--- config.mk ---
export PLATFORM = sky130hd
export DESIGN_NAME = magnetometer_sample_scale_orient
export DESIGN_NICKNAME = d
export VERILOG_FILES = /design/src/rtl/msso_pkg.sv /design/src/rtl/magnetometer_sample_scale_orient.sv /design/src/rtl/msso_scale_lane.sv /design/src/rtl/msso_orient.sv
export SDC_FILE = /design/constraint.sdc
export NUM_CORES = 2
export LEC_CHECK = 0
export BUFFER_PORTS_ARGS = -buffer_cell sky130_fd_sc_hd__buf_2
export CORE_AREA = 2 2 569 571
export CTS_CLUSTER_DIAMETER = 150
export CTS_CLUSTER_SIZE = 25
export DETAILED_ROUTE_END_ITERATION = 8
export DIE_AREA = 0 0 571 573
export GPL_TIMING_DRIVEN = 0
export HOLD_SLACK_MARGIN = 0.05
export SETUP_SLACK_MARGIN = 0.02
export SYNTH_ARGS = -nofsm -noshare
export SYNTH_HDL_FRONTEND = slang
export SYNTH_HIERARCHICAL = 1
export SYNTH_SLANG_ARGS = --single-unit
--- constraint.sdc ---
create_clock -name clk -period 21.8 [get_ports clk]
set_clock_uncertainty 0.15 [all_clocks]
set_input_delay 2.18 -clock clk [delete_from_list [all_inputs] [get_ports clk]]
set_output_delay 2.18 -clock clk [all_outputs]
set_load 0.02 [all_outputs]
--- src/rtl/msso_pkg.sv ---
// Shared types and constants for the magnetometer sample scaler.
`timescale 1ns / 1ps

package msso_pkg;

  // Configuration register indexes
  localparam int CFG_INDEX_W = 2;
  localparam logic [CFG_INDEX_W-1:0] CFG_SENSITIVITY = 2'd0;
  localparam logic [CFG_INDEX_W-1:0] CFG_ORIENTATION = 2'd1;

  localparam int SENS_W   = 11;
  localparam int SAMPLE_W = 16;
  localparam logic [SENS_W-1:0] SENS_RESET = 11'd1090;
  localparam logic [SENS_W-1:0] SENS_MIN   = 11'd1;

  // Scale factor to milligauss
  localparam logic signed [10:0] MILLI = 11'sd1000;

  // Product of a 16-bit count and 1000 fits in 26 signed bits
  localparam int PROD_W = 26;

  // Divider: two quotient bits per stage over the whole dividend
  localparam int BITS_PER_STAGE = 2;
  localparam int DIV_STAGES     = PROD_W / BITS_PER_STAGE;

  // Lane: multiply, magnitude, divider stages, sign fix
  localparam int LANE_LAT = DIV_STAGES + 3;
  // Plus the orientation output register
  localparam int PIPE_LAT = LANE_LAT + 1;

  typedef enum logic [2:0] {
    ORIENT_ENU = 3'd0,
    ORIENT_SEU = 3'd1,
    ORIENT_WSU = 3'd2,
    ORIENT_NWU = 3'd3,
    ORIENT_ESD = 3'd4,
    ORIENT_SWD = 3'd5,
    ORIENT_WND = 3'd6,
    ORIENT_NED = 3'd7
  } orient_t;

  // Partial state of the restoring divider between stages
  typedef struct packed {
    logic [SENS_W-1:0] rem;
    logic [PROD_W-1:0] dq;   // dividend shifting out the top, quotient in at the bottom
    logic              neg;
  } div_state_t;

endpackage

--- src/rtl/magnetometer_sample_scale_orient.sv ---
// Top level: config registers, three scaling lanes, orientation merge, flow control.
// An accepted sample passes the multiply, magnitude, divider, sign-fix and orientation registers.
// Throughput: one sample per cycle while not stalled; three lanes each run a
//   13-stage divider (two quotient bits per stage) behind a multiply-by-1000 stage.
// The whole pipeline holds while a result waits at the output under stall.
// Reset: synchronous; clears stage valids, sensitivity to 1090, orientation to ENU.
`timescale 1ns / 1ps

module magnetometer_sample_scale_orient (
  input  logic                                 clk,
  input  logic                                 rst,
  // configuration
  input  logic                                 cfg_we,
  input  logic [msso_pkg::CFG_INDEX_W-1:0]     cfg_index,
  input  logic [msso_pkg::SENS_W-1:0]          cfg_data,
  // sample channel
  input  logic                                 sample_valid,
  output logic                                 sample_stall,
  input  logic [7:0]                           first_high,
  input  logic [7:0]                           first_low,
  input  logic [7:0]                           second_high,
  input  logic [7:0]                           second_low,
  input  logic [7:0]                           third_high,
  input  logic [7:0]                           third_low,
  // result channel
  output logic                                 result_valid,
  input  logic                                 result_stall,
  output logic signed [msso_pkg::SAMPLE_W-1:0] axis_x,
  output logic signed [msso_pkg::SAMPLE_W-1:0] axis_y,
  output logic signed [msso_pkg::SAMPLE_W-1:0] axis_z
);

  logic [msso_pkg::SENS_W-1:0]          sensitivity;
  msso_pkg::orient_t                    orientation;
  logic [msso_pkg::SENS_W-1:0]          divisor;
  logic [msso_pkg::PIPE_LAT-1:0]        stage_valid;
  logic                                 en;
  logic                                 sample_accept;
  logic signed [msso_pkg::SAMPLE_W-1:0] scaled_a;
  logic signed [msso_pkg::SAMPLE_W-1:0] scaled_b;
  logic signed [msso_pkg::SAMPLE_W-1:0] scaled_c;

  // Configuration registers
  always_ff @(posedge clk) begin
    if (rst) begin
      sensitivity <= msso_pkg::SENS_RESET;
      orientation <= msso_pkg::ORIENT_ENU;
    end else if (cfg_we) begin
      case (cfg_index)
        msso_pkg::CFG_SENSITIVITY: sensitivity <= cfg_data;
        msso_pkg::CFG_ORIENTATION: orientation <= msso_pkg::orient_t'(cfg_data[2:0]);
        default: ;
      endcase
    end
  end

  // Zero sensitivity acts as the lowest legal value
  assign divisor = (sensitivity == '0) ? msso_pkg::SENS_MIN : sensitivity;

  // Flow control: advance unless a finished result is held
  assign en            = !(result_valid && result_stall);
  assign sample_stall  = !en;
  assign sample_accept = sample_valid && en;
  assign result_valid  = stage_valid[msso_pkg::PIPE_LAT-1];

  always_ff @(posedge clk) begin
    if (rst) begin
      stage_valid <= '0;
    end else if (en) begin
      stage_valid <= {stage_valid[msso_pkg::PIPE_LAT-2:0], sample_accept};
    end
  end

  // Lanes
  msso_scale_lane u_lane_a (
    .clk     (clk),
    .en      (en),
    .high    (first_high),
    .low     (first_low),
    .divisor (divisor),
    .scaled  (scaled_a)
  );

  msso_scale_lane u_lane_b (
    .clk     (clk),
    .en      (en),
    .high    (second_high),
    .low     (second_low),
    .divisor (divisor),
    .scaled  (scaled_b)
  );

  msso_scale_lane u_lane_c (
    .clk     (clk),
    .en      (en),
    .high    (third_high),
    .low     (third_low),
    .divisor (divisor),
    .scaled  (scaled_c)
  );

  // Merge
  msso_orient u_orient (
    .clk         (clk),
    .en          (en),
    .orientation (orientation),
    .a           (scaled_a),
    .b           (scaled_b),
    .c           (scaled_c),
    .x           (axis_x),
    .y           (axis_y),
    .z           (axis_z)
  );

`ifndef SYNTHESIS
  // An accepted sample enters the first stage
  a_accept_enters: assert property (@(posedge clk) disable iff (rst)
    sample_accept |=> stage_valid[0])
    else $error("accepted sample did not enter the pipeline");

  // A held pipeline keeps every stage valid unchanged
  a_hold_valids: assert property (@(posedge clk) disable iff (rst)
    !en |=> $stable(stage_valid))
    else $error("stage valids moved while held");

  // A new result only follows a valid penultimate stage
  a_result_source: assert property (@(posedge clk) disable iff (rst)
    $rose(result_valid) |-> $past(stage_valid[msso_pkg::PIPE_LAT-2]))
    else $error("result appeared without a sample behind it");

  // The divider never sees zero
  a_divisor_nonzero: assert property (@(posedge clk) disable iff (rst)
    divisor != '0)
    else $error("zero divisor");
`endif

endmodule

--- src/rtl/msso_scale_lane.sv ---
// One axis lane: byte assembly, scale by 1000, pipelined signed division.
`timescale 1ns / 1ps

module msso_scale_lane (
  input  logic                                clk,
  input  logic                                en,
  input  logic [7:0]                          high,
  input  logic [7:0]                          low,
  input  logic [msso_pkg::SENS_W-1:0]         divisor,
  output logic signed [msso_pkg::SAMPLE_W-1:0] scaled
);

  // Two restoring-division steps
  function automatic msso_pkg::div_state_t div_step(
    input msso_pkg::div_state_t    st,
    input logic [msso_pkg::SENS_W-1:0] d
  );
    msso_pkg::div_state_t r;
    logic [msso_pkg::SENS_W:0] trial;
    logic [msso_pkg::SENS_W:0] diff;
    r = st;
    for (int i = 0; i < msso_pkg::BITS_PER_STAGE; i++) begin
      trial = {r.rem, r.dq[msso_pkg::PROD_W-1]};
      diff  = trial - {1'b0, d};
      if (trial >= {1'b0, d}) begin
        r.rem = diff[msso_pkg::SENS_W-1:0];
        r.dq  = {r.dq[msso_pkg::PROD_W-2:0], 1'b1};
      end else begin
        r.rem = trial[msso_pkg::SENS_W-1:0];
        r.dq  = {r.dq[msso_pkg::PROD_W-2:0], 1'b0};
      end
    end
    return r;
  endfunction

  logic signed [msso_pkg::SAMPLE_W-1:0] count;
  logic signed [msso_pkg::SAMPLE_W+10:0] prod_full;
  logic signed [msso_pkg::PROD_W-1:0]   prod;
  logic [msso_pkg::PROD_W-1:0]          prod_neg;
  msso_pkg::div_state_t                 stage [0:msso_pkg::DIV_STAGES];

  assign count     = signed'({high, low});
  assign prod_full = count * msso_pkg::MILLI;
  assign prod_neg  = '0 - prod;

  always_ff @(posedge clk) begin
    if (en) begin
      // scale to milligauss numerator
      prod <= prod_full[msso_pkg::PROD_W-1:0];

      // magnitude and sign into the divider
      stage[0].rem <= '0;
      stage[0].dq  <= prod[msso_pkg::PROD_W-1] ? prod_neg : prod;
      stage[0].neg <= prod[msso_pkg::PROD_W-1];

      // divider stages
      for (int s = 1; s <= msso_pkg::DIV_STAGES; s++) begin
        stage[s] <= div_step(stage[s-1], divisor);
      end

      // truncate toward zero, keep low 16 bits with wrap
      if (stage[msso_pkg::DIV_STAGES].neg) begin
        scaled <= signed'(16'd0 - stage[msso_pkg::DIV_STAGES].dq[msso_pkg::SAMPLE_W-1:0]);
      end else begin
        scaled <= signed'(stage[msso_pkg::DIV_STAGES].dq[msso_pkg::SAMPLE_W-1:0]);
      end
    end
  end

endmodule

--- src/rtl/msso_orient.sv ---
// Merge stage: permutes and negates the three lane results into output axes.
`timescale 1ns / 1ps

module msso_orient (
  input  logic                                 clk,
  input  logic                                 en,
  input  msso_pkg::orient_t                    orientation,
  input  logic signed [msso_pkg::SAMPLE_W-1:0] a,
  input  logic signed [msso_pkg::SAMPLE_W-1:0] b,
  input  logic signed [msso_pkg::SAMPLE_W-1:0] c,
  output logic signed [msso_pkg::SAMPLE_W-1:0] x,
  output logic signed [msso_pkg::SAMPLE_W-1:0] y,
  output logic signed [msso_pkg::SAMPLE_W-1:0] z
);

  logic                                 swap;
  logic [2:0]                           neg;   // {x, y, z}
  logic signed [msso_pkg::SAMPLE_W-1:0] x_src;
  logic signed [msso_pkg::SAMPLE_W-1:0] y_src;

  // Mapping table
  always_comb begin
    swap = 1'b0;
    neg  = 3'b000;
    case (orientation)
      msso_pkg::ORIENT_ENU: begin swap = 1'b0; neg = 3'b001; end
      msso_pkg::ORIENT_SEU: begin swap = 1'b1; neg = 3'b101; end
      msso_pkg::ORIENT_WSU: begin swap = 1'b0; neg = 3'b111; end
      msso_pkg::ORIENT_NWU: begin swap = 1'b1; neg = 3'b011; end
      msso_pkg::ORIENT_ESD: begin swap = 1'b0; neg = 3'b010; end
      msso_pkg::ORIENT_SWD: begin swap = 1'b1; neg = 3'b110; end
      msso_pkg::ORIENT_WND: begin swap = 1'b0; neg = 3'b100; end
      msso_pkg::ORIENT_NED: begin swap = 1'b1; neg = 3'b000; end
      default:              begin swap = 1'b0; neg = 3'b000; end
    endcase
  end

  // x from c and y from a, or the other way round
  assign x_src = swap ? a : c;
  assign y_src = swap ? c : a;

  // Output register; negation wraps at 16 bits
  always_ff @(posedge clk) begin
    if (en) begin
      x <= neg[2] ? -x_src : x_src;
      y <= neg[1] ? -y_src : y_src;
      z <= neg[0] ? -b : b;
    end
  end

endmodule

==> run summary <==
DRC marker count from the first detailed-route iteration: 4,566
Data arrival at the endpoint of the critical path: 7.76 ns
Vias per inst: 4.889
Count of max-cap constraint violations: 0
Layout net count: 10.55k
Layout overhead on the synthesized area: 9.004%
Core area: 320,400 um2
Ys async rst share: 0%
Total number of yosys warnings: 6
Final hold violations: 0
Via count: 66.31k
Wire length of the first global-routing pass: 339,500 um
Number of port buffers: 115
Met2 track demand over resource: 20.91%
Total gr overflow: 0
Placement Rows: 208
Wire per inst: 15.60 um
Met1 layer usage reported by global route: 17.75%
Overall routing resource usage: 12.59%
Vias in the first global route: 63.56k
First-pass DRT Iterations: 6
Data required time of the worst path: 22.16 ns
Share of the synthesized area in the top cell type: 39.16%
Final weighted congestion in routability-driven placement: 0.8551
Internal reg-to-reg setup slack: 14.40 ns
Maximum buffer depth of the clock tree: 3
Synth top area cells: sky130_fd_sc_hd__edfxtp_1, sky130_fd_sc_hd__ha_1, sky130_fd_sc_hd__fa_1
Syn Area/Cell: 10.65 um2
Count of buffers added by post-CTS timing repair for setup: 0
Number of hold buffers added after CTS: 0
Global routing's busiest layer: met2
Number of setup violations in the final report: 0
Starting density of the core: 29.95%
Number of synthesized flops with an enable pin: 1,251
Die height: 573 um
H-tree lvl count: 2
Post-detailed-route count of antenna-violating nets: 0
Post-synthesis cell count: 9,010
Maximum clock frequency: 0.1351 GHz
Portion of the post-synthesis area used by sequential elements: 39.80%
Path class of the lowest-slack min-delay path: reg -> reg
Number of top-level design ports: 116
Filler cell count in the final layout: 32.44k
Total Wirelength: 211,500 um
Share of the core filled with cells in the final layout: 32.64%
Global routing met3 resource utilization: 1.118%
DIE WIDTH: 571 um
Post_cts resized: 0
Most frequent cell after synthesis: sky130_fd_sc_hd__edfxtp_1
Area post-placement: 102,800 um2
Slew at the pin with the worst max-slew slack: 0.9932 ns
Relative slew margins: 33.79%
Distinct cells, synth: 121
Setup slack after layout: 14.40 ns
Cell Area, Synth: 95,940 um2
Synthesis-stage register bit count: 1,282
Startpoint kind of the worst setup timing path: flop
Area enclosed by the die boundary: 327,200 um2
Final worst path period need: 7.403 ns
DR DRC count: 0
Detail Placement HPWL: 155,100 um
Post-synth net total: 10.34k
Maximum number of pins on one net before global-route repair: 181
CP endpoint kind: flop
CTS root buf: sky130_fd_sc_hd__clkbuf_16
Area taken by multi-input logic gates: 53,630 um2
Place WS: 14.43 ns
Outcome: completed
Top cell types by occurrence after synthesis: sky130_fd_sc_hd__edfxtp_1, sky130_fd_sc_hd__ha_1, sky130_fd_sc_hd__inv_1
CP Max Fanout: 36
Cell taking the most area after synthesis: sky130_fd_sc_hd__edfxtp_1
Initial antenna violation count: 5
Final number of max-transition violations: 0
Area taken by flip-flops and latches: 38,190 um2
Clk_lat worst skew: 0.79 ns
Clock Sink Count: 1,282
TritonCTS clock tree: built
Share of final-layout standard cells stronger than drive strength 1: 9.399%
Critical path start-end classification: reg -> reg
TritonCTS buffer count: 60
Ys flop type: sky130_fd_sc_hd__edfxtp_1
Crit share post-route: 33.96%
Cell area after layout: 104,600 um2
Clk pin slew, worst setup/hold paths: 0.12 ns
Setup repair after global routing missed its margin: no
sequential cells by signal, indices dropped and copies added, names as in the netlist:
signal           flops
u_lane_a/prod       23
u_lane_c/scaled     16
u_lane_c/prod       23
sensitivity         11
u_lane_a/stage     362
u_lane_b/prod       23
u_lane_c/stage     362
orientation          3
u_orient/x          16
u_lane_b/scaled     16
u_lane_b/stage     362
u_orient/z          16
stage_valid         17
u_lane_a/scaled     16
u_orient/y          16
logic make-up after synthesis:
family                   count (synthesis)  share of synthesized area (%)
flip-flops                            1282                          39.80
adder cells (fa/ha/maj)               1260                          18.33
XOR/XNOR                               645                          5.888
buffers and inverters                 1050                          4.310
multiplexers                           540                          6.305
AND/OR/NAND/NOR                       2313                          12.16
AO/OA/AOI/OAI                         1920                          13.20
area by class of cell:
type | instances | area share, %
multi-input combinational | 6678 | 51.28
sequential | 1282 | 36.52
tap | 4305 | 5.151
inverter | 907 | 3.256
clock buffer | 83 | 1.559
timing repair buffer | 153 | 1.371
buffer | 143 | 0.7167
clock inverter | 10 | 0.1448
antenna | 1 | 0.002393
path summary, 6_finish.rpt:
| kind | start | to | depth (start not counted) |
|---|---|---|---|
| worst max-delay path | sensitivity[6]$_SDFFE_PP1P_ | u_lane_a/stage[1][73]$_DFFE_PP_ | 24 |
| worst min-delay path | u_lane_c/stage[1][119]$_DFFE_PP_ | u_lane_c/stage[1][159]$_DFFE_PP_ | 0 |
| worst max register to register | sensitivity[6]$_SDFFE_PP1P_ | u_lane_a/stage[1][73]$_DFFE_PP_ | 24 |
| worst min register to register | u_lane_c/stage[1][119]$_DFFE_PP_ | u_lane_c/stage[1][159]$_DFFE_PP_ | 0 |
cell usage in the layout, fill, tap and decap left out, drive strengths merged, types with 61 or more instances in the layout:
cell,synthesis,layout
buf,74,227
o21a,113,113
ha,1017,1017
mux2i,140,140
fa,243,243
o21ai,421,421
mux2,400,400
clkbuf,69,152
a21oi,555,555
o211ai,61,61
nand2b,116,116
o31ai,131,131
inv,906,913
xnor2,454,454
nand4,146,146
nor2b,212,212
edfxtp,1251,1251
xor2,191,191
nand2,476,476
or2,62,62
a21o,131,131
nor2,566,566
a211oi,71,71
nor3,297,297
nand3,122,122
worst max-delay path, stage by stage, from the launching register on:
cell	delay [ns]
sky130_fd_sc_hd__dfxtp_1	0.36
sky130_fd_sc_hd__nor4_1	0.38
sky130_fd_sc_hd__a31o_4	0.54
sky130_fd_sc_hd__buf_16	0.30
sky130_fd_sc_hd__buf_16	0.28
sky130_fd_sc_hd__ha_1	0.25
sky130_fd_sc_hd__fa_1	0.24
sky130_fd_sc_hd__nor2b_1	0.06
sky130_fd_sc_hd__o21ai_0	0.21
sky130_fd_sc_hd__a21oi_1	0.15
sky130_fd_sc_hd__o21bai_1	0.16
sky130_fd_sc_hd__or3b_2	0.45
sky130_fd_sc_hd__clkbuf_1	0.24
sky130_fd_sc_hd__clkbuf_1	0.32
sky130_fd_sc_hd__o21ai_0	0.51
sky130_fd_sc_hd__fa_1	0.32
sky130_fd_sc_hd__nor2b_1	0.05
sky130_fd_sc_hd__o21ai_0	0.23
sky130_fd_sc_hd__a21oi_1	0.13
sky130_fd_sc_hd__o41ai_1	0.46
sky130_fd_sc_hd__o21ai_0	0.21
sky130_fd_sc_hd__and2_1	0.21
sky130_fd_sc_hd__nor2b_1	0.16
sky130_fd_sc_hd__buf_2	0.31
sky130_fd_sc_hd__mux2_2	0.39
through the flow:
stage / TNS [ns] / hold slack [ns] / instances
floorplan: 0 / 0.2503 / 9010
global placement: -2900.15 / 0.2502 / 13430
detailed placement: 0 / 0.2545 / 13468
CTS: 0 / 0.2163 / 13561
global route: 0 / 0.2174 / 13562
finish: 0 / 0.2308 / 13562
layer usage:
layer  routed length, um  up-vias
li1                    -    33539
met1              103100    31515
met2               97010     1065
met3                7713      186
met4                3619        2
met5                  13        -
Power is left out: the tool's default activity adds up to more than one toggle a clock period on the data nets, which glitch-free logic cannot reach.
